File: src/amm_pkg.sv
// ----------------------------------------------------------------------------
// Audio matrix mixer package
// Shared payload types, command codes and register indexes.
// ----------------------------------------------------------------------------
`timescale 1ns / 1ps
`default_nettype none

package amm_pkg;

    // Channel fields are three bits wide, so at most eight rows and columns.
    localparam int CHAN_W      = 3;
    localparam int CHAN_LIMIT  = 8;
    localparam int SAMPLE_W    = 16;
    localparam int COEF_W      = 16;
    localparam int PROD_W      = 32;
    localparam int ACC_W       = 40;
    localparam int CFG_IDX_W   = 1;
    localparam int CFG_DATA_W  = 4;

    localparam logic signed [COEF_W-1:0] UNITY_COEF = 16'sd4096;

    // Item commands.
    localparam logic CMD_SAMPLE = 1'b0;
    localparam logic CMD_COEF   = 1'b1;

    // Configuration register indexes.
    localparam logic [CFG_IDX_W-1:0] REG_IN_CHANNELS  = 1'b0;
    localparam logic [CFG_IDX_W-1:0] REG_OUT_CHANNELS = 1'b1;

    typedef struct packed {
        logic                       cmd;
        logic [CHAN_W-1:0]          in_chan;
        logic [CHAN_W-1:0]          out_chan;
        logic signed [COEF_W-1:0]   coef;
        logic signed [SAMPLE_W-1:0] sample_re;
        logic signed [SAMPLE_W-1:0] sample_im;
        logic                       end_of_frame;
    } in_item_t;

    typedef struct packed {
        logic [CHAN_W-1:0]          mix_chan;
        logic signed [SAMPLE_W-1:0] mix_re;
        logic signed [SAMPLE_W-1:0] mix_im;
        logic                       clipped;
        logic                       last;
    } out_item_t;

    // Coefficient store write request.
    typedef struct packed {
        logic                     en;
        logic [CHAN_W-1:0]        row;
        logic [CHAN_W-1:0]        col;
        logic signed [COEF_W-1:0] data;
    } coef_wr_t;

    // Coefficient store read request.
    typedef struct packed {
        logic              en;
        logic [CHAN_W-1:0] row;
        logic [CHAN_W-1:0] col;
    } coef_rd_t;

    typedef enum logic [1:0] {
        ST_IDLE,
        ST_MAC,
        ST_EMIT
    } amm_state_t;

endpackage

`default_nettype wire

File: src/amm_coef_store.sv
// ----------------------------------------------------------------------------
// Coefficient store
// Mixing matrix memory with a registered read port. Entries never written
// read as the identity matrix through per-entry written flags.
// ----------------------------------------------------------------------------
`timescale 1ns / 1ps
`default_nettype none

module amm_coef_store #(
    parameter int ROWS = 8,
    parameter int COLS = 8
) (
    input  wire logic                             aclk,
    input  wire logic                             aresetn,
    input  wire amm_pkg::coef_wr_t                wr,
    input  wire amm_pkg::coef_rd_t                rd,
    output logic signed [amm_pkg::COEF_W-1:0]     rd_coef
);
    import amm_pkg::*;

    localparam int DEPTH = ROWS * COLS;
    localparam int AW    = (DEPTH > 1) ? $clog2(DEPTH) : 1;

    logic signed [COEF_W-1:0] coef_mem_reg [DEPTH];
    logic [DEPTH-1:0]         written_reg;
    logic signed [COEF_W-1:0] rd_data_reg;
    logic                     rd_written_reg;
    logic                     rd_diag_reg;
    logic [AW-1:0]            wr_addr;
    logic [AW-1:0]            rd_addr;

    // Row-major addressing.
    assign wr_addr = AW'(int'(wr.row) * COLS + int'(wr.col));
    assign rd_addr = AW'(int'(rd.row) * COLS + int'(rd.col));

    // Memory write port.
    always_ff @(posedge aclk) begin
        if (wr.en) begin
            coef_mem_reg[wr_addr] <= wr.data;
        end
    end

    // Written flags, cleared by reset so the store reads as the identity.
    always_ff @(posedge aclk) begin
        if (!aresetn) begin
            written_reg <= '0;
        end else if (wr.en) begin
            written_reg[wr_addr] <= 1'b1;
        end
    end

    // Registered read port.
    always_ff @(posedge aclk) begin
        if (rd.en) begin
            rd_data_reg    <= coef_mem_reg[rd_addr];
            rd_written_reg <= written_reg[rd_addr];
            rd_diag_reg    <= (rd.row == rd.col);
        end
    end

    // An unwritten entry shows its reset value.
    always_comb begin
        if (rd_written_reg) begin
            rd_coef = rd_data_reg;
        end else if (rd_diag_reg) begin
            rd_coef = UNITY_COEF;
        end else begin
            rd_coef = '0;
        end
    end

endmodule

`default_nettype wire

File: src/audio_matrix_mixer_core.sv
// ----------------------------------------------------------------------------
// Audio matrix mixer core
// Mixes complex input channel samples into output channels through a
// coefficient matrix, one shared complex-by-real multiply-accumulate unit
// stepping over the output rows.
// ----------------------------------------------------------------------------
//
//   Channel   Direction   Handshake            Payload
//   s_        in          s_valid / s_ready    in_item_t
//   m_        out         m_valid / m_ready    out_item_t
//   cfg_      in          cfg_we               cfg_idx, cfg_wdata
//
// A coefficient write goes straight into the store and s_ready stays high.
// A sample steps the N active output rows (N at most 8) through the memory
// read and MAC stages, or skips them.
// An end-of-frame sample then emits N output items and clears the
// accumulators; output stalls on m_ready hold up this output pass.
// Reset loads the identity matrix at once; no clearing pass is needed.
// ----------------------------------------------------------------------------
`timescale 1ns / 1ps
`default_nettype none

module audio_matrix_mixer_core #(
    parameter int MAX_IN_CHANNELS  = 8,
    parameter int MAX_OUT_CHANNELS = 8
) (
    input  wire logic                              aclk,
    input  wire logic                              aresetn,
    input  wire logic                              s_valid,
    output logic                                   s_ready,
    input  wire amm_pkg::in_item_t                 s_data,
    output logic                                   m_valid,
    input  wire logic                              m_ready,
    output amm_pkg::out_item_t                     m_data,
    input  wire logic                              cfg_we,
    input  wire logic [amm_pkg::CFG_IDX_W-1:0]     cfg_idx,
    input  wire logic [amm_pkg::CFG_DATA_W-1:0]    cfg_wdata
);
    import amm_pkg::*;

    // Rows and columns reachable through the three-bit channel fields.
    localparam int ROWS   = (MAX_OUT_CHANNELS < CHAN_LIMIT) ? MAX_OUT_CHANNELS : CHAN_LIMIT;
    localparam int COLS   = (MAX_IN_CHANNELS < CHAN_LIMIT) ? MAX_IN_CHANNELS : CHAN_LIMIT;
    localparam int ROW_AW = (ROWS > 1) ? $clog2(ROWS) : 1;

    // Saturating 40-bit accumulate.
    function automatic logic signed [ACC_W-1:0] sat_add(
        input logic signed [ACC_W-1:0]  acc,
        input logic signed [PROD_W-1:0] prod
    );
        logic signed [ACC_W:0] sum;
        sum = {acc[ACC_W-1], acc} + {{(ACC_W+1-PROD_W){prod[PROD_W-1]}}, prod};
        if (sum[ACC_W] != sum[ACC_W-1]) begin
            sat_add = sum[ACC_W] ? {1'b1, {(ACC_W-1){1'b0}}} : {1'b0, {(ACC_W-1){1'b1}}};
        end else begin
            sat_add = sum[ACC_W-1:0];
        end
    endfunction

    // Round to nearest (ties up) from Q13.27 to Q1.15 and saturate.
    // The result holds the clip flag above the 16-bit value.
    function automatic logic [SAMPLE_W:0] to_q15(input logic signed [ACC_W-1:0] acc);
        logic signed [ACC_W:0]    biased;
        logic signed [ACC_W-12:0] q;
        biased = {acc[ACC_W-1], acc} + (ACC_W+1)'(2048);
        q      = biased[ACC_W:12];
        if (q > (ACC_W-11)'(32767)) begin
            to_q15 = {1'b1, 16'h7FFF};
        end else if (q < -(ACC_W-11)'(32768)) begin
            to_q15 = {1'b1, 16'h8000};
        end else begin
            to_q15 = {1'b0, q[SAMPLE_W-1:0]};
        end
    endfunction

    amm_state_t                 state_reg, state_next;
    logic [CFG_DATA_W-1:0]      in_ch_reg;
    logic [CFG_DATA_W-1:0]      out_ch_reg;
    logic [CFG_DATA_W-1:0]      nout;

    logic [CHAN_W-1:0]          ichan_reg;
    logic signed [SAMPLE_W-1:0] sre_reg;
    logic signed [SAMPLE_W-1:0] sim_reg;
    logic                       eof_reg;
    logic                       mac_en_reg;

    logic [CFG_DATA_W-1:0]      issue_cnt_reg, issue_cnt_next;
    logic                       p1_vld_reg;
    logic [CHAN_W-1:0]          p1_row_reg;
    logic                       p2_vld_reg;
    logic [CHAN_W-1:0]          p2_row_reg;
    logic signed [PROD_W-1:0]   prod_re_reg;
    logic signed [PROD_W-1:0]   prod_im_reg;

    logic signed [ACC_W-1:0]    acc_re_reg [ROWS];
    logic signed [ACC_W-1:0]    acc_im_reg [ROWS];
    logic [ROW_AW-1:0]          acc_idx;
    logic signed [ACC_W-1:0]    acc_re_cur;
    logic signed [ACC_W-1:0]    acc_im_cur;

    logic [CFG_DATA_W-1:0]      emit_cnt_reg, emit_cnt_next;
    logic                       m_valid_reg, m_valid_next;
    out_item_t                  m_data_reg, m_data_next;

    logic                       s_accept;
    logic                       start_sample;
    logic                       sample_mac_en;
    logic                       acc_clear;
    logic                       emit_load;
    logic [SAMPLE_W:0]          q_re;
    logic [SAMPLE_W:0]          q_im;
    logic signed [COEF_W-1:0]   rd_coef;
    coef_wr_t                   coef_wr;
    coef_rd_t                   coef_rd;

    assign s_ready  = (state_reg == ST_IDLE);
    assign s_accept = s_valid && s_ready;
    assign m_valid  = m_valid_reg;
    assign m_data   = m_data_reg;

    // Output rows in use this frame.
    assign nout = (out_ch_reg > CFG_DATA_W'(ROWS)) ? CFG_DATA_W'(ROWS) : out_ch_reg;

    // A sample is accumulated only on an input channel in use.
    assign sample_mac_en = ({1'b0, s_data.in_chan} < in_ch_reg) && (int'(s_data.in_chan) < COLS);
    assign start_sample  = s_accept && (s_data.cmd == CMD_SAMPLE);

    // Configuration registers.
    always_ff @(posedge aclk) begin
        if (!aresetn) begin
            in_ch_reg  <= CFG_DATA_W'(2);
            out_ch_reg <= CFG_DATA_W'(2);
        end else if (cfg_we) begin
            unique case (cfg_idx)
                REG_IN_CHANNELS:  in_ch_reg  <= cfg_wdata;
                REG_OUT_CHANNELS: out_ch_reg <= cfg_wdata;
                default:          ;
            endcase
        end
    end

    // Coefficient writes go straight into the store on transfer.
    always_comb begin
        coef_wr.en   = s_accept && (s_data.cmd == CMD_COEF) &&
                       (int'(s_data.in_chan) < COLS) && (int'(s_data.out_chan) < ROWS);
        coef_wr.row  = s_data.out_chan;
        coef_wr.col  = s_data.in_chan;
        coef_wr.data = s_data.coef;
    end

    // The row sequencer reads one weight of the sample's column per cycle.
    always_comb begin
        coef_rd.en  = (state_reg == ST_MAC) && mac_en_reg && (issue_cnt_reg < nout);
        coef_rd.row = issue_cnt_reg[CHAN_W-1:0];
        coef_rd.col = ichan_reg;
    end

    amm_coef_store #(
        .ROWS (ROWS),
        .COLS (COLS)
    ) u_coef_store (
        .aclk    (aclk),
        .aresetn (aresetn),
        .wr      (coef_wr),
        .rd      (coef_rd),
        .rd_coef (rd_coef)
    );

    // One accumulator row is read per cycle, by the MAC or by the output pass.
    assign acc_idx    = (state_reg == ST_EMIT) ? emit_cnt_reg[ROW_AW-1:0] : p2_row_reg[ROW_AW-1:0];
    assign acc_re_cur = acc_re_reg[acc_idx];
    assign acc_im_cur = acc_im_reg[acc_idx];
    assign q_re       = to_q15(acc_re_cur);
    assign q_im       = to_q15(acc_im_cur);

    // Sequencer next state and control.
    always_comb begin
        state_next     = state_reg;
        issue_cnt_next = issue_cnt_reg;
        emit_cnt_next  = emit_cnt_reg;
        acc_clear      = 1'b0;
        emit_load      = 1'b0;

        unique case (state_reg)
            ST_IDLE: begin
                issue_cnt_next = '0;
                emit_cnt_next  = '0;
                if (start_sample) begin
                    state_next = ST_MAC;
                end
            end
            ST_MAC: begin
                if (coef_rd.en) begin
                    issue_cnt_next = issue_cnt_reg + 1'b1;
                end else if (!p1_vld_reg && !p2_vld_reg) begin
                    state_next = eof_reg ? ST_EMIT : ST_IDLE;
                end
            end
            ST_EMIT: begin
                if (emit_cnt_reg < nout) begin
                    if (!m_valid_reg || m_ready) begin
                        emit_load     = 1'b1;
                        emit_cnt_next = emit_cnt_reg + 1'b1;
                    end
                end else begin
                    acc_clear  = 1'b1;
                    state_next = ST_IDLE;
                end
            end
            default: begin
                state_next = ST_IDLE;
            end
        endcase
    end

    // Output register next value.
    always_comb begin
        m_valid_next = m_valid_reg;
        m_data_next  = m_data_reg;
        if (emit_load) begin
            m_valid_next         = 1'b1;
            m_data_next.mix_chan = emit_cnt_reg[CHAN_W-1:0];
            m_data_next.mix_re   = q_re[SAMPLE_W-1:0];
            m_data_next.mix_im   = q_im[SAMPLE_W-1:0];
            m_data_next.clipped  = q_re[SAMPLE_W] | q_im[SAMPLE_W];
            m_data_next.last     = ((emit_cnt_reg + 1'b1) == nout);
        end else if (m_ready) begin
            m_valid_next = 1'b0;
        end
    end

    // Control registers.
    always_ff @(posedge aclk) begin
        if (!aresetn) begin
            state_reg     <= ST_IDLE;
            issue_cnt_reg <= '0;
            emit_cnt_reg  <= '0;
            p1_vld_reg    <= 1'b0;
            p2_vld_reg    <= 1'b0;
            m_valid_reg   <= 1'b0;
        end else begin
            state_reg     <= state_next;
            issue_cnt_reg <= issue_cnt_next;
            emit_cnt_reg  <= emit_cnt_next;
            p1_vld_reg    <= coef_rd.en;
            p2_vld_reg    <= p1_vld_reg;
            m_valid_reg   <= m_valid_next;
        end
    end

    // Sample capture, MAC pipeline payload and output payload.
    always_ff @(posedge aclk) begin
        if (start_sample) begin
            ichan_reg  <= s_data.in_chan;
            sre_reg    <= s_data.sample_re;
            sim_reg    <= s_data.sample_im;
            eof_reg    <= s_data.end_of_frame;
            mac_en_reg <= sample_mac_en;
        end
        p1_row_reg  <= coef_rd.row;
        p2_row_reg  <= p1_row_reg;
        prod_re_reg <= sre_reg * rd_coef;
        prod_im_reg <= sim_reg * rd_coef;
        m_data_reg  <= m_data_next;
    end

    // Accumulators: saturating add from the product stage, cleared after output.
    always_ff @(posedge aclk) begin
        if (!aresetn || acc_clear) begin
            for (int r = 0; r < ROWS; r++) begin
                acc_re_reg[r] <= '0;
                acc_im_reg[r] <= '0;
            end
        end else if (p2_vld_reg) begin
            acc_re_reg[acc_idx] <= sat_add(acc_re_cur, prod_re_reg);
            acc_im_reg[acc_idx] <= sat_add(acc_im_cur, prod_im_reg);
        end
    end

endmodule

`default_nettype wire

File: config.mk
export PLATFORM = sky130hd
export DESIGN_NAME = audio_matrix_mixer_core
export DESIGN_NICKNAME = d
export VERILOG_FILES = /design/src/amm_pkg.sv /design/src/amm_coef_store.sv /design/src/audio_matrix_mixer_core.sv
export SDC_FILE = /design/constraint.sdc
export NUM_CORES = 2
export LEC_CHECK = 0
export BUFFER_PORTS_ARGS = -buffer_cell sky130_fd_sc_hd__buf_2
export CAP_MARGIN = 10
export CORE_UTILIZATION = 60
export DETAILED_ROUTE_END_ITERATION = 7
export HOLD_SLACK_MARGIN = 0.03
export PLACE_DENSITY = 0.76
export SLEW_MARGIN = 20
export SYNTH_ARGS = -nofsm -noshare
export SYNTH_HDL_FRONTEND = slang
export SYNTH_HIERARCHICAL = 1
export SYNTH_SLANG_ARGS = --single-unit
File: constraint.sdc
create_clock -name aclk -period 7.65 [get_ports aclk]
set_clock_uncertainty 0.2 [all_clocks]
set_input_delay 0.3825 -clock aclk [delete_from_list [all_inputs] [get_ports aclk]]
set_output_delay 0.3825 -clock aclk [all_outputs]
set_load 0.005 [all_outputs]
==> reports/metrics.yaml <==
cp-end-kind: "flop"
crit_required_ns: 8.22
fin_crit_ns: 7.39
syn2layout_area_growth_pct: 11.4
fin_crit_sh_pct: 96.5
setup_violations: 0
drtIter0Drc: 8654
detail-route-antenna-nets: 0
reg2reg_from: "u_coef_store/rd_written_reg"
post-cts-setup-buffers: 0
vias_per_cell: 6.49
synth_cell_types: 107
largest_reg_flops: 1024
slew_violations: 0
ys_top_cells_by_area: "edfxtp_1 52%, fa_1 10%, mux4_2 5.7%"
ios: 105
power_frac_seq_pct: 36.7
cts_root_buffer: "clkbuf_16"
power_density_nw_per_um2: 297
p_sw_mw: 11.8
syn_nets: 8382
postSynth.asyncResetShare_pct: 0
synth_edf_count: 1756
die_area_sq_um: 169000
synth-seq-cells: 1911
grt_max_degree: 96
grt_pass1_wl_microns: 429000
antenna_found_initial: 8
route.detailed.wl_per_inst_microns: 28.3
place_congestion: 0.923
port_buffers: 104
max_slew_margin_pct: 18.8
start_util_pct: 60.7
synth_area_sq_um: 101000
p_sw_share_pct: 35.4
clock_path_buffers: 3
crit_fanout: 11
cts.sinks: 1911
r2r-end: "prod_im_reg[27]"
route.detailed.drc: 0
drtPass1Iterations: 6
synth_largest_area_cell: "edfxtp_1"
vias: 66300
overflow: 0
numCtsBuffers: 189
max_cap_violations: 0
hold_viol_final: 0
grt_pass1_vias: 67400
dpl.hpwl_microns: 189000
drive_above_1_share_pct: 14.1
post-synth-top-count-cell: "edfxtp_1"
yosys_warnings: 6
yosysTopAreaCellShare_pct: 52.4
grt_use_total_pct: 34.5
hp-start: "s_data[8]"
whs_path_depth: 2
worstPathArrival_ns: 7.95
fillers: 11100
rrSetupSlack_ns: 0.26
start_kind: "flop"
fin_tns_setup_ns: 0
clk_pin_slew_ns: 0.06
clk_latency_ns: 0.87
cts-htree-levels: 4
ys_seq_area_share_pct: 55.5
status: "finished clean"
worstMarginPinSlew_ns: 1.21
p_int_mw: 21.4
p_comb_share_pct: 35.6
hold-path-endpoint: "sim_reg[7]"
dieWidth_microns: 411
rows: 149
ys_dominant_reg_cell: "edfxtp_1"
synth.avg_cell_area_sq_um: 13.4
rsz0062_at_grt: "no"
p_clk_share_pct: 27.7
p_leak_nw: 42.7
hold_class: "input port to flop"
fmax_ghz: 0.135
hold_ws_ns: 0.0575
netlist_instances: 7533
cts_tree: "done"
ys_top_cells_by_count: "1,756 x edfxtp_1, 647 x inv_1, 616 x nor2_1, 583 x nand2_1, 526 x fa_1"
criticalPathCategory: "flop to flop"
reg2reg_depth: 24
vdd_drop_max_mv: 0.300
core_area_sq_um: 166000
die-height_microns: 411
nNetsFinal: 8710
routed_wirelength_microns: 289000
## logic make-up (layout without fill, tap and decap cells)
logic type      Yosys count  count (layout)  share of synthesized area [%]
simple gates           1889            1889                           8.71
fa+ha+maj               787             787                           13.7
other cells               0               8                              0
mux                     461             461                           7.86
compound gates         1272            1272                           8.27
buf+inv                1027            1513                           4.32
xor+xnor                186             186                           1.62
flops                  1911            1911                           55.5
## cell usage in the layout, fill, tap and decap left out, types with 18 or more instances in the layout
cell,count
and2_1,275
clkinv_2,35
nor3_1,88
o221ai_1,20
xor2_1,52
nor2_1,614
nand4_1,18
buf_2,101
dfxtp_1,154
o21ai_0,409
a21oi_1,167
a21o_1,91
mux2i_1,127
a31oi_1,22
fa_1,526
a22oi_1,30
a221oi_1,41
o22ai_1,124
xnor2_1,134
clkinv_1,35
buf_4,311
a211oi_1,37
mux2_2,71
ha_1,257
o21a_1,93
a32oi_1,18
nand2_1,575
dlygate4sd3_1,80
nand3_1,101
nor2b_1,31
nand2b_1,49
o211ai_1,26
mux4_2,255
and3_1,22
clkbuf_1,38
buf_12,25
o21bai_1,24
clkbuf_16,192
inv_1,647
edfxtp_1,1756
## critical path: stages, from the launching register on
cell and delay [ns]:
edfxtp_1 0.46, and2_1 0.37, buf_4 0.24, nand2_1 0.10, fa_1 0.54, fa_1 0.48, fa_1 0.55, inv_1 0.06
fa_1 0.49, fa_1 0.49, inv_1 0.05, fa_1 0.47, inv_1 0.04, ha_1 0.30, and2_1 0.19, a22o_1 0.25
o31ai_1 0.42, o21ai_0 0.34, a31o_2 0.37, a21o_1 0.18, a21oi_1 0.25, buf_4 0.18, nor3_1 0.04, nor2_1 0.11
xnor2_1 0.12
## metrics by stage
stage | worst slack (ns) | power (mW) | utilization, % | instances | area [sq um]
4_1_cts | 0.230 | 33.1 | 67.5 | 10200 | 112000
3_3_place_gp | 0.394 | 23.6 | 63.3 | 9779 | 105000
2_1_floorplan | 0.815 | 20.1 | - | 7533 | 101000
6_report | 0.265 | 33.2 | 67.6 | 10200 | 112000
5_1_grt | 0.00866 | 34.8 | 67.6 | 10200 | 112000
3_5_place_dp | 0.281 | 24.0 | 63.3 | 9779 | 105000
## what timing repair did
action                     4_1_cts  5_1_grt
gates resized for setup          0        5
hold buffers                    78        2
hold endpoints to repair       694      128
setup endpoints to repair        0        6
## per-layer routing
layer	vias to the layer above	GRT usage, %	routed length [microns]
met5	-	0	54
met4	8	20.6	20400
met3	1008	7.50	32800
met2	4641	55.4	137000
met1	32900	43.2	98900
li1	27800	-	-
## power by group through the flow
stage	clock network (mW)	registers, mW	logic (mW)
after floorplan	0	12.2	7.98
after global placement	0	12.4	11.3
after detailed placement	0	12.4	11.6
after CTS	9.23	12.2	11.7
after global routing	9.61	12.2	13.0
final	9.21	12.2	11.8
## final cells by class
class | instances | area, sq um | area share, %
flip-flops and latches | 1911 | 55800 | 49.9
multi-input cells | 4595 | 40700 | 36.3
clock buffers | 241 | 5100 | 4.55
repair buffers | 517 | 4140 | 3.70
well taps | 2189 | 2740 | 2.45
inverters | 647 | 2430 | 2.17
clock inverters | 108 | 1060 | 0.947
diodes | 8 | 20.0 | 0.0179
## worst max-delay path by stage
| stage | from | cells after the start | slack (ns) | to |
|---|---|---|---|---|
| floorplan | u_coef_store/rd_written_reg | 26 | 0.82 | prod_re_reg[30] |
| global placement | u_coef_store/rd_written_reg | 24 | 0.39 | prod_im_reg[27] |
| detailed placement | u_coef_store/rd_written_reg | 24 | 0.28 | prod_im_reg[27] |
| CTS | u_coef_store/rd_written_reg | 24 | 0.23 | prod_im_reg[27] |
| global route | u_coef_store/rd_written_reg | 23 | 0.009 | prod_im_reg[31] |
| finish | u_coef_store/rd_written_reg | 24 | 0.26 | prod_im_reg[27] |
(Power assumes the default switching activity.)
